$ cat config.mk
export PLATFORM = sky130hd
export DESIGN_NAME = humidity_temp_frame_decoder_top
export DESIGN_NICKNAME = d
export VERILOG_FILES = /design/src/rtl/core/htfd_pkg.sv /design/src/rtl/core/htfd_div.sv /design/src/rtl/core/htfd_frame.sv /design/src/rtl/core/humidity_temp_frame_decoder_top.sv
export VERILOG_INCLUDE_DIRS = /design/src /design/src/rtl/core
export SDC_FILE = /design/constraint.sdc
export NUM_CORES = 1
export LEC_CHECK = 0
export BUFFER_PORTS_ARGS = -buffer_cell sky130_fd_sc_hd__buf_2
export CAP_MARGIN = 30
export CORE_ASPECT_RATIO = 1.1
export CORE_MARGIN = 1
export CORE_UTILIZATION = 35
export CTS_BUF_LIST = sky130_fd_sc_hd__clkbuf_16
export CTS_CLUSTER_DIAMETER = 200
export DETAILED_ROUTE_END_ITERATION = 12
export PLACE_DENSITY_LB_ADDON = 0.12
export SLEW_MARGIN = 10
export SYNTH_ARGS = -nofsm -noshare
export SYNTH_HDL_FRONTEND = slang
export SYNTH_SLANG_ARGS = --single-unit
$ cat constraint.sdc
create_clock -name clock -period 18.3 [get_ports clock]
set_input_delay 0.915 -clock clock [delete_from_list [all_inputs] [get_ports clock]]
set_output_delay 0.915 -clock clock [all_outputs]
set_load 0.01 [all_outputs]
$ cat src/rtl/core/humidity_temp_frame_decoder_top_assert.svh
// Assertion macros shared by the frame decoder RTL
`ifndef HUMIDITY_TEMP_FRAME_DECODER_TOP_ASSERT_SVH
`define HUMIDITY_TEMP_FRAME_DECODER_TOP_ASSERT_SVH

// Same-cycle implication, checked out of reset
`define HTFD_ASSERT_NOW(label, clk, rst, ante, cons) \
   label: assert property (@(posedge clk) disable iff (rst) (ante) |-> (cons)) \
      else $error("htfd same-cycle check failed");

// Next-cycle implication, checked out of reset
`define HTFD_ASSERT_NEXT(label, clk, rst, ante, cons) \
   label: assert property (@(posedge clk) disable iff (rst) (ante) |=> (cons)) \
      else $error("htfd next-cycle check failed");

`endif

$ cat src/rtl/core/htfd_pkg.sv
// Shared constants, types and the CRC-8 step function for the frame decoder
package htfd_pkg;

   // CRC-8, polynomial x^8+x^5+x^4+1, preset all ones, no final XOR
   localparam logic [7:0] CRC_POLY = 8'h31;
   localparam logic [7:0] CRC_INIT = 8'hFF;

   // Byte position within a reply
   localparam logic [2:0] IDX_TMSB = 3'd0;
   localparam logic [2:0] IDX_TLSB = 3'd1;
   localparam logic [2:0] IDX_TCRC = 3'd2;
   localparam logic [2:0] IDX_HMSB = 3'd3;
   localparam logic [2:0] IDX_HLSB = 3'd4;
   localparam logic [2:0] IDX_HCRC = 3'd5;

   // Scaling: raw * gain / 65535
   localparam int PROD_W = 31;
   localparam int QUOT_W = 15;
   localparam logic [14:0] TEMP_GAIN  = 15'd17500;
   localparam logic [13:0] HUMID_GAIN = 14'd10000;
   localparam logic [16:0] DIV_DEN    = 17'd65535;

   // Temperature offset and output limits, hundredths of a degree
   localparam logic signed [15:0] TEMP_BASE = -16'sd4500;
   localparam logic signed [15:0] TEMP_MIN  = -16'sd5500;
   localparam logic signed [15:0] TEMP_MAX  = 16'sd14000;

   // What the frame tracker hands to the output stage
   typedef struct packed {
      logic        produce;
      logic        temp_ok;
      logic        humid_ok;
      logic [14:0] temp_scaled;
      logic [13:0] humid_scaled;
   } frame_status_type;

   // One byte through the CRC, MSB first
   function automatic logic [7:0] crc8_byte(input logic [7:0] crc, input logic [7:0] data);
      logic [7:0] c;
      c = crc ^ data;
      for (int k = 0; k < 8; k++) begin
         if (c[7]) begin
            c = {c[6:0], 1'b0} ^ CRC_POLY;
         end else begin
            c = {c[6:0], 1'b0};
         end
      end
      return c;
   endfunction

endpackage

$ cat src/rtl/core/htfd_div.sv
// Exact floor division of a scaled word by 65535, one correction step
module htfd_div (
   input  logic [htfd_pkg::PROD_W-1:0] product,
   output logic [htfd_pkg::QUOT_W-1:0] quotient
);

   logic [htfd_pkg::QUOT_W-1:0] q_est;
   logic [16:0]                 rem;

   // x/65536 underestimates by at most one; remainder stays below 2*65535
   assign q_est    = product[htfd_pkg::PROD_W-1:16];
   assign rem      = {1'b0, product[15:0]} + 17'(q_est);
   assign quotient = (rem >= htfd_pkg::DIV_DEN) ? q_est + 15'd1 : q_est;

endmodule

$ cat src/rtl/core/htfd_frame.sv
// Reply byte tracker: position counter, CRC check, word assembly and scaling
module htfd_frame (
   input  logic                       clock,
   input  logic                       reset,
   input  logic                       step,
   input  logic [7:0]                 frame_byte,
   input  logic                       frame_start,
   output htfd_pkg::frame_status_type status
);

   logic [2:0]  byte_index_ff, byte_index_in;
   logic [7:0]  crc_ff, crc_in;
   logic [15:0] word_ff, word_in;
   logic [14:0] temp_scaled_ff, temp_scaled_in;
   logic        temp_ok_ff, temp_ok_in;
   logic [2:0]  idx;
   logic [htfd_pkg::PROD_W-1:0] temp_prod, humid_prod;
   logic [htfd_pkg::QUOT_W-1:0] temp_quot, humid_quot;

   // Start flag or an out-of-range count restarts the reply
   assign idx = (frame_start || (byte_index_ff > htfd_pkg::IDX_HCRC)) ?
                htfd_pkg::IDX_TMSB : byte_index_ff;

   // Scaling of the assembled word
   assign temp_prod  = 31'(word_ff) * 31'(htfd_pkg::TEMP_GAIN);
   assign humid_prod = 31'(word_ff) * 31'(htfd_pkg::HUMID_GAIN);

   htfd_div u_temp_div (
      .product  (temp_prod),
      .quotient (temp_quot)
   );

   htfd_div u_humid_div (
      .product  (humid_prod),
      .quotient (humid_quot)
   );

   // Next state per byte position
   always_comb begin
      crc_in         = crc_ff;
      word_in        = word_ff;
      temp_scaled_in = temp_scaled_ff;
      temp_ok_in     = temp_ok_ff;
      byte_index_in  = (idx == htfd_pkg::IDX_HCRC) ? htfd_pkg::IDX_TMSB : idx + 3'd1;
      case (idx)
         htfd_pkg::IDX_TMSB, htfd_pkg::IDX_HMSB: begin
            crc_in  = htfd_pkg::crc8_byte(htfd_pkg::CRC_INIT, frame_byte);
            word_in = {word_ff[7:0], frame_byte};
         end
         htfd_pkg::IDX_TLSB, htfd_pkg::IDX_HLSB: begin
            crc_in  = htfd_pkg::crc8_byte(crc_ff, frame_byte);
            word_in = {word_ff[7:0], frame_byte};
         end
         htfd_pkg::IDX_TCRC: begin
            temp_ok_in     = (frame_byte == crc_ff);
            temp_scaled_in = temp_quot;
            crc_in         = htfd_pkg::CRC_INIT;
         end
         htfd_pkg::IDX_HCRC: begin
            crc_in = htfd_pkg::CRC_INIT;
         end
         default: begin
            crc_in = crc_ff;
         end
      endcase
   end

   // State registers, updated once per item
   always_ff @(posedge clock) begin
      if (reset) begin
         byte_index_ff  <= htfd_pkg::IDX_TMSB;
         crc_ff         <= htfd_pkg::CRC_INIT;
         word_ff        <= '0;
         temp_scaled_ff <= '0;
         temp_ok_ff     <= 1'b0;
      end else if (step) begin
         byte_index_ff  <= byte_index_in;
         crc_ff         <= crc_in;
         word_ff        <= word_in;
         temp_scaled_ff <= temp_scaled_in;
         temp_ok_ff     <= temp_ok_in;
      end
   end

   // Result indication on the humidity CRC byte
   assign status.produce      = step && (idx == htfd_pkg::IDX_HCRC);
   assign status.temp_ok      = temp_ok_ff;
   assign status.humid_ok     = (frame_byte == crc_ff);
   assign status.temp_scaled  = temp_scaled_ff;
   assign status.humid_scaled = humid_quot[13:0];

endmodule

$ cat src/rtl/core/humidity_temp_frame_decoder_top.sv
// Top level: input register, frame tracker, offset/saturation and result register
// The result for the sixth byte of a reply passes the input register and then the result
//   register, and shows on rsp_valid once it is loaded there.
// Throughput: one byte per cycle; a result held by rsp_stall also holds the input.
// Reset (synchronous): byte counter to first byte, CRC to 0xFF, offset to 0,
//   both registers empty.
`include "humidity_temp_frame_decoder_top_assert.svh"

module humidity_temp_frame_decoder_top (
   input  logic               clock,
   input  logic               reset,
   input  logic               req_valid,
   output logic               req_stall,
   input  logic [7:0]         req_frame_byte,
   input  logic               req_frame_start,
   output logic               rsp_valid,
   input  logic               rsp_stall,
   output logic signed [14:0] rsp_temp_centi,
   output logic [13:0]        rsp_humid_centi,
   output logic               rsp_temp_valid,
   output logic               rsp_humid_valid,
   input  logic               csr_valid,
   output logic               csr_ready,
   input  logic signed [10:0] csr_temp_offset_centi
);

   logic                       in_valid_ff, in_valid_in;
   logic [7:0]                 in_byte_ff;
   logic                       in_start_ff;
   logic signed [10:0]         offset_ff;
   logic                       rsp_valid_ff, rsp_valid_in;
   logic signed [14:0]         rsp_temp_ff;
   logic [13:0]                rsp_humid_ff;
   logic                       rsp_tvalid_ff, rsp_hvalid_ff;
   logic                       req_accept, advance, load_rsp;
   logic signed [15:0]         temp_sum, temp_sat;
   htfd_pkg::frame_status_type status;

   // Handshake: the held item moves on when the result register can take a result
   assign advance     = in_valid_ff && (!rsp_valid_ff || !rsp_stall);
   assign req_stall   = in_valid_ff && !advance;
   assign req_accept  = req_valid && !req_stall;
   assign in_valid_in = req_accept || (in_valid_ff && !advance);
   assign load_rsp    = status.produce;
   assign rsp_valid_in = load_rsp || (rsp_valid_ff && rsp_stall);
   assign csr_ready   = 1'b1;

   // Input register
   always_ff @(posedge clock) begin
      if (reset) begin
         in_valid_ff <= 1'b0;
      end else begin
         in_valid_ff <= in_valid_in;
      end
   end

   always_ff @(posedge clock) begin
      if (req_accept) begin
         in_byte_ff  <= req_frame_byte;
         in_start_ff <= req_frame_start;
      end
   end

   // Offset register
   always_ff @(posedge clock) begin
      if (reset) begin
         offset_ff <= '0;
      end else if (csr_valid && csr_ready) begin
         offset_ff <= csr_temp_offset_centi;
      end
   end

   htfd_frame u_frame (
      .clock       (clock),
      .reset       (reset),
      .step        (advance),
      .frame_byte  (in_byte_ff),
      .frame_start (in_start_ff),
      .status      (status)
   );

   // Temperature: base + scaled + offset, clamped to the output range
   assign temp_sum = htfd_pkg::TEMP_BASE + $signed({1'b0, status.temp_scaled})
                     + 16'(offset_ff);
   assign temp_sat = (temp_sum < htfd_pkg::TEMP_MIN) ? htfd_pkg::TEMP_MIN :
                     (temp_sum > htfd_pkg::TEMP_MAX) ? htfd_pkg::TEMP_MAX : temp_sum;

   // Result register
   always_ff @(posedge clock) begin
      if (reset) begin
         rsp_valid_ff <= 1'b0;
      end else begin
         rsp_valid_ff <= rsp_valid_in;
      end
   end

   always_ff @(posedge clock) begin
      if (load_rsp) begin
         rsp_temp_ff   <= status.temp_ok ? temp_sat[14:0] : '0;
         rsp_humid_ff  <= status.humid_ok ? status.humid_scaled : '0;
         rsp_tvalid_ff <= status.temp_ok;
         rsp_hvalid_ff <= status.humid_ok;
      end
   end

   assign rsp_valid       = rsp_valid_ff;
   assign rsp_temp_centi  = rsp_temp_ff;
   assign rsp_humid_centi = rsp_humid_ff;
   assign rsp_temp_valid  = rsp_tvalid_ff;
   assign rsp_humid_valid = rsp_hvalid_ff;

   // Checks
   `HTFD_ASSERT_NOW(a_temp_zero_when_bad, clock, reset,
      rsp_valid && !rsp_temp_valid, rsp_temp_centi == 15'sd0)
   `HTFD_ASSERT_NOW(a_humid_zero_when_bad, clock, reset,
      rsp_valid && !rsp_humid_valid, rsp_humid_centi == 14'd0)
   `HTFD_ASSERT_NOW(a_humid_range, clock, reset, rsp_valid, rsp_humid_centi <= 14'd10000)
   `HTFD_ASSERT_NOW(a_temp_range, clock, reset, rsp_valid,
      (rsp_temp_centi >= -15'sd5500) && (rsp_temp_centi <= 15'sd14000))
   `HTFD_ASSERT_NEXT(a_item_held, clock, reset, in_valid_ff && !advance, in_valid_ff)

endmodule

Word-level counts from Yosys, hierarchy flattened
Cells that the tools add are included.

word-level totals
  input bits = 25
  word-level logic and storage cells = 116
  output and inout port bits = 34
  register bits after elaboration = 96

cells by class
  add/sub/neg operators = 7
  bitwise logic cells = 19
  reduce and logical (&&, ||, !) cells = 24
  multiplexer cells = 37
  $mul = 2
  $lt $le $gt $ge = 5
  equality and inequality tests = 6

operators by type and width
  cell                                                                                    number
  8-bit two-way mux                                                                       14
  6-bit two-way mux                                                                       16
  3-bit inverter                                                                          16
  15-bit two-way mux                                                                      3
  17-bit by 16-bit greater-or-equal comparator with 1-bit output (second input constant)  2
  16-bit by 13-bit multiplier with 29-bit output (second input constant)                  1
  16-bit by 10-bit multiplier with 26-bit output (second input constant)                  1
  8-bit case mux with 3 select lines                                                      1
  16-bit by 14-bit adder with 17-bit output                                               1
  16-bit by 15-bit adder with 17-bit output                                               1
  14-bit by 16-bit adder with 16-bit output (first input constant)                        1
  16-bit by 11-bit adder with 16-bit output                                               1
  16-bit by 15-bit > comparator with 1-bit output (second input constant)                 1
  16-bit by 14-bit less-than comparator with 1-bit output (second input constant)         1
  15-bit by 1-bit adder with 15-bit output (second input constant)                        1
  14-bit by 1-bit adder with 14-bit output (second input constant)                        1
  14-bit two-way mux                                                                      1
  8-bit equality test                                                                     1
  8-bit inverter                                                                          1
  2-bit OR reduction                                                                      4
  8-bit XOR                                                                               1
  3-bit by 2-bit equality test with 1-bit output (second input constant)                  2
  3-bit equality test (second input constant)                                             2
  3-bit two-way mux                                                                       2
  12 further kinds                                                                        24

Depth between registers and ports, before layout
Gate-level depths: netlist of run 1.

  depth after elaboration = 27
  gate-level depth with buffers = 33
  depth with buffers taken out = 30

Cells and area by module
From an unflattened synthesis of run 1, not the netlist that was laid out.

unflattened totals
  cell total of the unflattened synthesis = 1,599
  area, all modules = 13,804.5 um^2

by module, submodules not included
  module                           area each (um^2)  sequential area each (um^2)  times used  cells each
  htfd_frame                       7,965.1           860.8                        1           928
  humidity_temp_frame_decoder_top  3,211.8           1,461.4                      1           296
  htfd_div (u_frame.u_temp_div)    1,426.4           0.0                          1           209
  htfd_div (u_frame.u_humid_div)   1,201.2           0.0                          1           166

Worst setup path after synthesis of run 1
No wires, ideal clock.

  path kind = flip-flop to flip-flop
  start point = register u_frame.word_ff[12]
  end point = register u_frame.temp_scaled_ff[5]
  stages on the path, launching flop included = 32
  library setup time = 120 ps
  arrival = 7,873 ps
  buffers on the path = 1
  data required time = 18,180 ps
  clock period less this slack = 7,993 ps
  slack = 10,307 ps
  cell sequence = dfxtp_1 > ha_1 > inv_1 > fa_1 > inv_1 > ha_1 > fa_1 > inv_1 > fa_1 > inv_1 > ha_1 > buf_2 > a21oi_1 > nand2_1 > a211oi_2 > o21ai_0 > a31o_2 > a31o_2 > and4_1 > or4_1 > ha_1 > nand2_1 > nand4b_1 > nor4_1 > nand4_1 > or4_1 > a21oi_1 > o2111ai_1 > nor4_4 > nor2_1 > o31a_1 > o31a_1

on the way
  word-level cells in the longest chain between the ends = 4
  elaborated cells on any way between the ends = 5
  those cells by class = 2 x add/sub; 1 x mul; 1 x order compare; 1 x mux

RTL lines
  what                                                            line              source
  start: declaration                                              htfd_frame.sv:13  logic [15:0] word_ff, word_in;
  start signal: assignment                                        htfd_frame.sv:79  word_ff <= word_in;
  16-bit by 13-bit multiplier with 29-bit output (*)              htfd_frame.sv:25  assign temp_prod = 31'(word_ff) * 31'(htfd_pkg::TEMP_GAIN);
  16-bit by 15-bit adder with 17-bit output                       htfd_div.sv:12    assign rem = {1'b0, product[15:0]} + 17'(q_est);
  17-bit by 16-bit greater-or-equal comparator with 1-bit output  htfd_div.sv:13    assign quotient = (rem >= htfd_pkg::DIV_DEN) ? q_est + 15'd1 : q_est;
  15-bit two-way mux (*)                                          htfd_div.sv:13
  end signal: assignment                                          htfd_frame.sv:80  temp_scaled_ff <= temp_scaled_in;
  end: declaration                                                htfd_frame.sv:14  logic [14:0] temp_scaled_ff, temp_scaled_in;

Mark *: on every way between the ends. The rest lies on a longest branch, timed or not.
A chain may end at the register's enable or synchronous reset.

Worst setup path in the final report of run 1
  start point = register u_frame.word_ff[14]
  end point = register u_frame.temp_scaled_ff[3]

Same word-level chain as after synthesis.

==> results by group, run 1 <==
Timing
  – Fmax: roughly 110 MHz
  – Setup TNS: 0 ps
  – PnR worst setup slack: around 9400 ps
  – Pins Over Slew Limit: 0
  – Final Cycle Share: between 40% and 50%
  – Hold slack: 492.5 ps
  – # setup viols final: 0
  – Slew HR: between 30% and 40%
  – Slew @ Worst Pin: about 930 ps
  – Layout Skew: about 16 ps
  – Tmin final: just under 9000 ps
  – Final hold violation count: 0
  – RSZ-0062 raised after global routing: no

Logic synthesis
  – Number of synthesized flops with an enable pin: 40
  – Cell Area, Synth: 12710 µm²
  – Synth cell types: 72
  – Multiplexer area fraction after synthesis: between 2 and 2.5%
  – Top post-synthesis cells by area: ha_1 22%, fa_1 13%, edfxtp_1 9.5%
  – Post-synthesis area per instance: between 8 and 9 µm²
  – Syn Nets: approximately 1.8k
  – Post-synth top flop: dfxtp_1
  – Yosys Warn Count: 0
  – Fraction of the mapped netlist area in simple logic gates: a little over an eighth
  – Xor/xnor share of the synthesized area: around 7%
  – #FFs+latches synth: 96
  – Post-synth top area cell: ha_1
  – Synthesized instance count: roughly 1.4k
  – Synth top area share: between 20% and 30%
  – Synth Area in Compound Gates: between 15 and 20%
  – Largest family of logic cells by synthesized area: adder cells
  – Post-synthesis sequential area ratio: approximately 18%
  – Ys async rst share: 0%
  – Adder-cell share of the synthesized area: about a third

Outcome
  – Run status: finished clean

Floorplanning
  – Die Y: just over 200 µm
  – Die Width: 183.7 µm
  – Std cell rows: between 70 and 80
  – Die ar.: ~37000 µm²
  – Ports: 59
  – Starting Density: a little over a third
  – Core Area: between 30000 and 40000 µm²

Setup path
  – Worst Setup SP: u_frame.word_ff[14]
  – Worst reg2reg setup slack: 9360 ps
  – CP max stage cell: or4_1
  – Worst path max stage delay: 610 ps
  – Critical path class: register to register
  – Crit. End Element: register
  – Crit start category: register
  – RR Startpoint: u_frame.word_ff[14]
  – CP dominant cell by count: inv_1
  – CP Capture Point: u_frame.temp_scaled_ff[3]
  – Cells on worst reg2reg path: 28
  – CP arrival: slightly above 9000 ps
  – CP Max Fanout: 9
  – Reg2reg end: u_frame.temp_scaled_ff[3]
  – Critical Path RT: around 19000 ps

Drt
  – DRT Wirelength: 30.81 mm
  – DRC Markers: 0
  – Number of DRC markers in iteration 0: roughly 410
  – Wire length per cell: approximately 16 µm
  – First-pass iteration count of the detailed router: 5
  – Final ANT Viol Nets: 0
  – Routed vias/inst: about 5
  – DR vias: roughly 10k

Cells and area
  – Final cell count without fillers: 1983
  – Layout Nets: approximately 1.8k
  – Share of layout cells above drive strength 1: under 10%
  – Inserted Diodes: 0
  – Fillers: ~3.7k
  – Synthesis-to-layout area growth: 9.236%
  – Post-Layout Inst Area: 13880 µm²

Job
  – Max-cap violations: 0

Clock network
  – H-tree depth: 3
  – Clock Sinks: 96
  – CTS tree: built
  – Postcts setup bufs: 0
  – Clock slew at reported path FFs: ~80 ps
  – Post_cts resized: 0
  – Clock root buffer: clkbuf_16
  – TritonCTS Buffers: 9
  – Max Root-Sink Buffers: 2
  – Worst-Skew Late Latency: 380 ps
  – Hold buffers post-CTS: 0

GRT
  – Largest net degree at the start of global routing: a little under 60
  – Total congestion overflow: 0
  – Initial antenna violation count: 0
  – Tot GR Track Use: between 15 and 20%
  – Vias in the first global route: 9974
  – First-pass GRT wire length: 51.16 mm

Placed design
  – Cell Area, Placed: around 14000 µm²
  – Hpwl dp: between 20 and 30 mm
  – Routability cong.: about 0.86
  – Dpl cells: about 2k
  – Pre-CTS WS: roughly 9400 ps
  – IO buf count: 57

Pwr
  – Pwr/cell area: 51.93 nW/µm²
  – Peak VDD IR: 48.68 µV
  – Lkg Pwr: about 0.007 µW

Hold path
  – Worst hold path type: register to register
## sequential cells by signal (all words and copies together) (netlist names)
name and flops:
rsp_temp_valid 1, u_frame.word_ff 16, rsp_temp_centi 15, offset_ff 11
in_valid_ff 1, rsp_humid_valid 1, u_frame.temp_scaled_ff 15, u_frame.byte_index_ff 3
u_frame.temp_ok_ff 1, rsp_valid 1, rsp_humid_centi 14, in_start_ff 1
in_byte_ff 8, u_frame.crc_ff 8
## per-layer routing
layer  GRT usage [%]  wire length [µm]  up-vias
met2           30.21             14980      123
met4           4.286               416        0
li1                -                 -     5085
met3           2.180               902       22
met5               0                 0        -
met1           23.03             14510     4725
## how the worst min path moves through the flow
stage	slack (ps)	start	end	depth (start not counted)
global route	520	u_frame.temp_scaled_ff[8]	u_frame.temp_scaled_ff[8]	2
finish	490	u_frame.crc_ff[4]	u_frame.crc_ff[4]	1
detailed placement	470	u_frame.crc_ff[4]	u_frame.crc_ff[4]	1
CTS	500	u_frame.crc_ff[4]	u_frame.crc_ff[4]	1
global placement	470	u_frame.crc_ff[0]	u_frame.crc_ff[0]	1
floorplan	450	u_frame.temp_scaled_ff[0]	u_frame.temp_scaled_ff[0]	2
## placed cells by master, fill, tap and decap left out, drive strengths merged, types with 14 or more instances in the layout
master,instances
o21a,14
a211oi,20
fa,83
a21oi,77
o21ai,42
nor2b,21
buf,66
nor2,112
dfxtp,56
mux2i,29
nand2,56
xnor2,62
nor3,14
inv,275
ha,219
a21o,19
xor2,37
edfxtp,40
nand3,28
## cells in the mapped netlist (all sizes together) (10+ instances only)
cell      n
inv     271
ha      219
nor2    112
fa       83
a21oi    77
xnor2    62
dfxtp    56
nand2    56
o21ai    42
edfxtp   40
xor2     37
mux2i    29
nand3    28
clkbuf   23
nor2b    21
a211oi   20
a21o     19
nor3     14
o21a     14
and2     13
and3     13
or4      13
o211ai   12
o21bai   12
o31ai    12
a211o    11
o31a     11
nand2b   10
nand4    10
or3      10
## critical path: cells and delay by family (launching register included)
| kind | cells | cell delay, ps |
|---|---|---|
| flip-flops | 1 | 550 |
| adder cells (fa/ha/maj) | 6 | 2720 |
| AND/OR/NAND/NOR | 8 | 2480 |
| AO/OA/AOI/OAI | 10 | 2670 |
| buffers and inverters | 4 | 390 |
## final cells by class
| cell class | count | area [µm²] | area share [%] |
|---|---|---|---|
| clock inverters | 7 | 95.09 | 0.6851 |
| multi-input cells | 1052 | 9254 | 66.67 |
| repair buffers | 67 | 365.4 | 2.632 |
| well taps | 481 | 601.8 | 4.336 |
| clock buffers | 9 | 225.2 | 1.623 |
| inverters | 271 | 1017 | 7.328 |
| flip-flops and latches | 96 | 2322 | 16.73 |
## cells by family after synthesis
| family | Yosys count |
|---|---|
| AOI/OAI and AO/OA | 287 |
| xor gates and xnor gates | 99 |
| adders and majority gates | 302 |
| buffers and inverters | 300 |
| DFF | 96 |
| muxes | 30 |
| other | 1 |
| and+or+nand+nor | 333 |
## through the flow
step	util (%)	power, µW
4_1_cts	39.07	734.5
3_3_place_gp	38.13	516.3
6_report	39.11	720.8
2_1_floorplan	-	450.3
3_5_place_dp	38.17	518.0
5_1_grt	39.11	778.4
## where the power goes
part | total (µW) | switching, µW | internal [µW]
registers | 239 | 11.5 | 228
logic | 271 | 162 | 109
clock network | 211 | 100 | 111
total | 721 | 273 | 448
No activity file was read; power rests on OpenSTA's default activity.
==> inputs of run 2 (changes only) <==
- ABC_AREA: unset -> 1
- clock period: 18.3 -> 7.6 ns (I/O delays scaled with it)
==> run 2 against run 1 <==
- first-iteration DRC count is 4.2% higher
- flip-flop and latch count stayed put
- design area is 1.2% higher
- clock skew is 3.1 ps lower
- register-to-register slack worse by 8700 ps
- die area is 0.30% lower
- sequential share of layout area is 0.19 points lower
- synthesized cell count is 14% higher
- area after synthesis is 0.31% lower
- critical path depth is 15 higher
- via count is 4.8% higher
- setup slack worse by 8700 ps
==> results by group, run 2 <==
Setup path
  – CP Max Fanout: 8
  – Critical Path RT: ~7700 ps
  – CP max stage cell: fa_1
  – Worst path max stage delay: 550 ps
  – CP dominant cell by count: inv_1
  – Crit start category: register
  – Crit. End Element: register
  – CP arrival: about 7000 ps
  – Critical path class: register to register

Timing
  – Layout Skew: 12.78 ps
  – # setup viols final: 0
  – Slew HR: around 48%
  – Fmax: ~140 MHz
  – Hold slack: 176.6 ps
  – Final hold violation count: 0
  – Slew @ Worst Pin: roughly 770 ps
  – Pins Over Slew Limit: 0
  – Tmin final: 6979 ps
  – Final Cycle Share: between 90% and 100%

Drt
  – DRC Markers: 0
  – First-pass iteration count of the detailed router: 5
  – Number of DRC markers in iteration 0: approximately 420
  – DRT Wirelength: between 30 and 40 mm
  – Final ANT Viol Nets: 0
  – Wire length per cell: ~14 µm
  – DR vias: ~10k
  – Routed vias/inst: around 4.7

Logic synthesis
  – Post-synthesis sequential area ratio: 18.33%
  – Synthesized instance count: around 1.7k
  – Post-synth top flop: dfxtp_1
  – Yosys Warn Count: 0
  – Most common cell in the netlist: inv_1
  – Cell Area, Synth: between 10000 and 15000 µm²
  – Most instantiated cells after synthesis: 377 x inv_1, 271 x nand2_1, 219 x ha_1, 128 x a21oi_1, 117 x nor2_1
  – Post-synth top area cell: ha_1
  – Ys async rst share: 0%
  – Syn Nets: between 1.5k and 2k
  – Synth cell types: 58
  – Top post-synthesis cells by area: ha_1 22%, fa_1 13%, inv_1 11%
  – Number of synthesized flops with an enable pin: 40
  – Synth top area share: between 20 and 25%
  – #FFs+latches synth: 96
  – Post-synthesis area per instance: 7.645 µm²

Placed design
  – Hpwl dp: approximately 27 mm
  – Dpl cells: between 2k and 2.5k
  – Cell Area, Placed: 13690 µm²
  – Routability cong.: 0.8542
  – IO buf count: 57

Cells and area
  – Final cell count without fillers: 2223
  – Share of layout cells above drive strength 1: just under 9%
  – Largest reg by FF count: u_frame.word_ff
  – Commonest non-fill, non-tap cell in the layout: inv_1
  – Largest register FFs: 16
  – Synthesis-to-layout area growth: 10.91%
  – Top Registers: u_frame.word_ff: 16 flops, rsp_temp_centi: 15 flops, u_frame.temp_scaled_ff: 15 flops
  – Util after Layout: 39.69%
  – Inserted Diodes: 0
  – Fillers: 3734
  – Most frequent cells in the layout: 376 x inv_1, 270 x nand2_1, 219 x ha_1
  – Post-Layout Inst Area: approximately 14000 µm²
  – Layout Nets: ~2.1k

Floorplanning
  – Starting Density: a little over a third
  – Die Width: between 150 and 200 µm
  – Die Y: between 200 and 250 µm
  – Core Area: ~35000 µm²
  – Die ar.: about 37000 µm²
  – Std cell rows: around 70
  – Ports: 59

Pwr
  – Sw Ratio: about half
  – Peak VDD IR: approximately 130 µV
  – Lkg Pwr: ~0.0076 µW
  – Pint: about 1500 µW
  – Pwr/cell area: approximately 210 nW/µm²
  – Logic pwr share: 65.2%
  – Psw: 1487 µW
  – Total power: 2962 µW
  – Clk pwr share: approximately 15%
  – Share of power burned in registers: between 10% and 20%

GRT
  – Total congestion overflow: 0
  – First-pass GRT wire length: about 52 mm
  – Largest net degree at the start of global routing: 33
  – Initial antenna violation count: 0
  – Tot GR Track Use: approximately 18%
  – Vias in the first global route: around 11k

Clock network
  – TritonCTS Buffers: 9
  – Clock Sinks: between 90 and 100
  – CTS tree: built
  – H-tree depth: 3
  – Clock root buffer: clkbuf_16
  – Clock slew at reported path FFs: 80 ps
  – Max Root-Sink Buffers: 2
  – Worst-Skew Late Latency: 380 ps

Hold path
  – Worst hold path type: input port to register

Outcome
  – Run status: finished clean

Job
  – Max-cap violations: 0
run 2: cell types whose count changed in the layout (fill, tap and decap cells not counted), sizes merged, moves of 15 or more:
cell	change
a211oi	-15
nand2	+222
mux2i	-29
nand3	+52
a21oi	+55
buf	+22
xnor2	-27
nor2b	-21
o21ai	+29
inv	+111
a21o	-16
run 2: path summary, 6_finish.rpt:
kind	startpoint	endpoint	slack, ps	cells past startpoint
setup / recovery	u_frame.word_ff[4]	rsp_humid_centi[13]	620	43
hold / removal	req_frame_start	in_start_ff	180	1
setup reg to reg	u_frame.word_ff[4]	rsp_humid_centi[13]	620	43
hold reg to reg	u_frame.temp_scaled_ff[9]	u_frame.temp_scaled_ff[9]	470	2
run 2: logic make-up (layout without fill, tap and decap cells):
group	count (synthesis)	in the layout	synth area share, %
flops	96	96	18.33
other cells	1	1	0.02960
compound gates	252	252	11.10
xor+xnor	85	85	6.232
buf+inv	402	487	12.13
fa+ha+maj	302	302	34.75
simple gates	519	519	17.43
run 2: cell type report:
class | count | area, µm² | share of cell area, %
Multi-Input combinational cell | 1159 | 8846 | 62.96
Sequential cell | 96 | 2323 | 16.54
Inverter | 383 | 1441 | 10.26
Tap cell | 481 | 601.8 | 4.283
Timing Repair Buffer | 88 | 553.0 | 3.936
Clock buffer | 9 | 225.2 | 1.603
Clock inverter | 7 | 60.06 | 0.4274
run 2: routing by layer:
layer  vias to the layer above  wire [µm]  share of wire [%]  global-route usage (%)
met1                      4853      13900                 45                   21.33
met2                       108      15730                 50                   32.43
met3                        43        641                2.1                   2.317
met4                         0        903                2.9                   6.577
li1                       5432          -                  -                       -
met5                         -          0                  0                       0
run 2: worst max-delay path, delay by kind of cell, from the launching register on:
kind | cells | cell delay [ps]
AO/OA/AOI/OAI | 5 | 880
XOR/XNOR | 1 | 300
adder cells (fa/ha/maj) | 7 | 2770
buffers and inverters | 11 | 910
flip-flops | 1 | 330
AND/OR/NAND/NOR | 19 | 1510
run 2: per-stage QoR:
stage | setup slack (ps) | setup TNS, ps
2_1_floorplan | 804.0 | 0
3_3_place_gp | 217.6 | 0
3_5_place_dp | 188.4 | 0
4_1_cts | 133.1 | 0
5_1_grt | -27.56 | -70.95
6_report | 620.9 | 0
run 2: what timing repair did:
item | CTS | global route
gates resized for setup | 0 | 10
setup endpoints to repair | 0 | 14
buffers inserted | 0 | 3
hold buffers | 0 | 0
run 2: power groups by stage:
stage	Clock (µW)	Combinational, µW	Sequential (µW)
CTS	479	1940	575
finish	457	1930	575
detailed placement	0	1930	587
global placement	0	1930	587
global route	493	2230	578
floorplan	0	1450	587
==> inputs of run 3 (changes only) <==
- SYNTH_HIERARCHICAL: unset -> 1
==> run 3 against run 2 <==
- global-route usage grew 1.1 points
- via count grew 26%
- clock power grew 3%
- largest cell class unchanged
- combinational power grew 45%
- worst hold slack gained 21 ps
==> results by group, run 3 <==
Cells and area
  – Util after Layout: 39.18%
  – Inserted Diodes: 0
  – Top Registers: u_frame/word_ff: 16 flops, rsp_temp_centi: 15 flops, u_frame/temp_scaled_ff: 15 flops
  – Most frequent cells in the layout: 531 x nand2_1, 426 x inv_1, 226 x ha_1
  – Share of layout cells above drive strength 1: about 8.8%
  – Multi-input gate area: between 10000 and 15000 µm²
  – Largest register FFs: 16
  – Post-Layout Inst Area: 16290 µm²
  – Layout Nets: 2551
  – Fillers: between 4k and 5k
  – Largest reg by FF count: u_frame/word_ff
  – Register Area: around 2300 µm²
  – Commonest non-fill, non-tap cell in the layout: nand2_1
  – Synthesis-to-layout area growth: 9.358%

Setup path
  – CP arrival: 7180 ps
  – Critical path buffers and inverters: 8
  – Critical path class: register to register
  – Cell family with most CP delay: adder cells
  – CP max stage cell: xor2_1
  – Crit start category: register
  – Worst path max stage delay: roughly 600 ps
  – Crit. End Element: register
  – CP dominant cell by count: nand2_1
  – CP Max Fanout: 15
  – Critical Path RT: around 8000 ps

Clock network
  – Worst-Skew Late Latency: approximately 360 ps
  – H-tree depth: 3
  – Clock Sinks: 96
  – Post_cts resized: 0
  – Postcts setup bufs: 0
  – TritonCTS Buffers: 9
  – Max Root-Sink Buffers: 2
  – Clock root buffer: clkbuf_16
  – Clock slew at reported path FFs: roughly 70 ps
  – CTS tree: built
  – Hold buffers post-CTS: 0

Drt
  – DR vias: approximately 13k
  – DRC Markers: 0
  – Met3 WL: just under 1 mm
  – First-pass iteration count of the detailed router: 7
  – Met1 wire length: around 18 mm
  – Routed vias/inst: approximately 4.7
  – Top Metal Used: met4
  – Number of DRC markers in iteration 0: about 620
  – Wire length per cell: ~14 µm
  – Final ANT Viol Nets: 0
  – DRT Wirelength: about 40 mm
  – Met2 Wirelength: 20.11 mm

GRT
  – Largest net degree at the start of global routing: 34
  – Vias in the first global route: around 13k
  – Initial antenna violation count: 0
  – Total congestion overflow: 0
  – Tot GR Track Use: between 10% and 20%
  – First-pass GRT wire length: around 66 mm

Outcome
  – Run status: finished clean

Timing
  – Pins Over Slew Limit: 0
  – Final hold violation count: 0
  – Layout Skew: approximately 10 ps
  – Fmax: between 100 and 150 MHz
  – Final Cycle Share: 91.45%
  – Slew @ Worst Pin: around 730 ps
  – RSZ-0062 raised after global routing: no
  – # setup viols final: 0
  – Setup TNS: 0 ps
  – Tmin final: 6950 ps
  – Hold slack: slightly below 200 ps
  – Slew HR: between 50% and 60%

Floorplanning
  – Std cell rows: just under 80
  – Die Width: roughly 200 µm
  – Die ar.: around 43000 µm²
  – Ports: 59
  – Core Area: between 40000 and 50000 µm²
  – Starting Density: 35.83%
  – Die Y: 218.4 µm

Hold path
  – Worst hold path type: input port to register

Placed design
  – IO buf count: 57
  – Routability cong.: 0.8925
  – Cell Area, Placed: around 16000 µm²
  – Hpwl dp: around 34 mm

Pwr
  – Pwr/cell area: between 200 and 250 nW/µm²
  – Total power: about 3800 µW
  – Lkg Pwr: ~0.0092 µW
  – Peak VDD IR: about 130 µV

Logic synthesis
  – Synthesized instance count: around 2.1k
  – Yosys Warn Count: 6
  – Cell Area, Synth: between 10000 and 15000 µm²
  – Post-synthesis area per instance: ~7 µm²

Job
  – Max-cap violations: 0
run 3: where the power goes:
group,switching (µW),total [µW],internal (µW)
Combinational,1820,2790,970
Clock,213,470,256
Sequential,21.5,573,551
run 3: path summary, 6_finish.rpt:
check,startpoint,to,slack (ps),cells after the start
max,u_frame/word_ff[4],rsp_humid_centi[3],650,35
min,req_frame_byte[0],in_byte_ff[0],200,1
max reg2reg,u_frame/word_ff[4],rsp_humid_centi[3],650,35
min reg2reg,offset_ff[4],offset_ff[4],470,2
run 3: area by class of cell:
type | count | area share [%]
Clock buffer | 9 | 1.383
Timing Repair Buffer | 85 | 3.211
Sequential cell | 96 | 14.26
Inverter | 436 | 10.05
Multi-Input combinational cell | 1589 | 66.36
Clock inverter | 7 | 0.4455
Tap cell | 560 | 4.301
run 3: layer usage:
metal | global-route usage, % | vias to the layer above
li1 | - | 6914
met1 | 23.10 | 6007
met2 | 35.57 | 194
met3 | 1.512 | 53
met4 | 5.077 | 0
met5 | 0 | -
run 3: stage by stage:
| step | worst slack, ps | instances |
|---|---|---|
| after floorplan | 1670 | 2146 |
| after global placement | 583.3 | 2763 |
| after detailed placement | 692.3 | 2765 |
| after CTS | 648.3 | 2781 |
| after global routing | 155.2 | 2782 |
| final | 649.7 | 2782 |
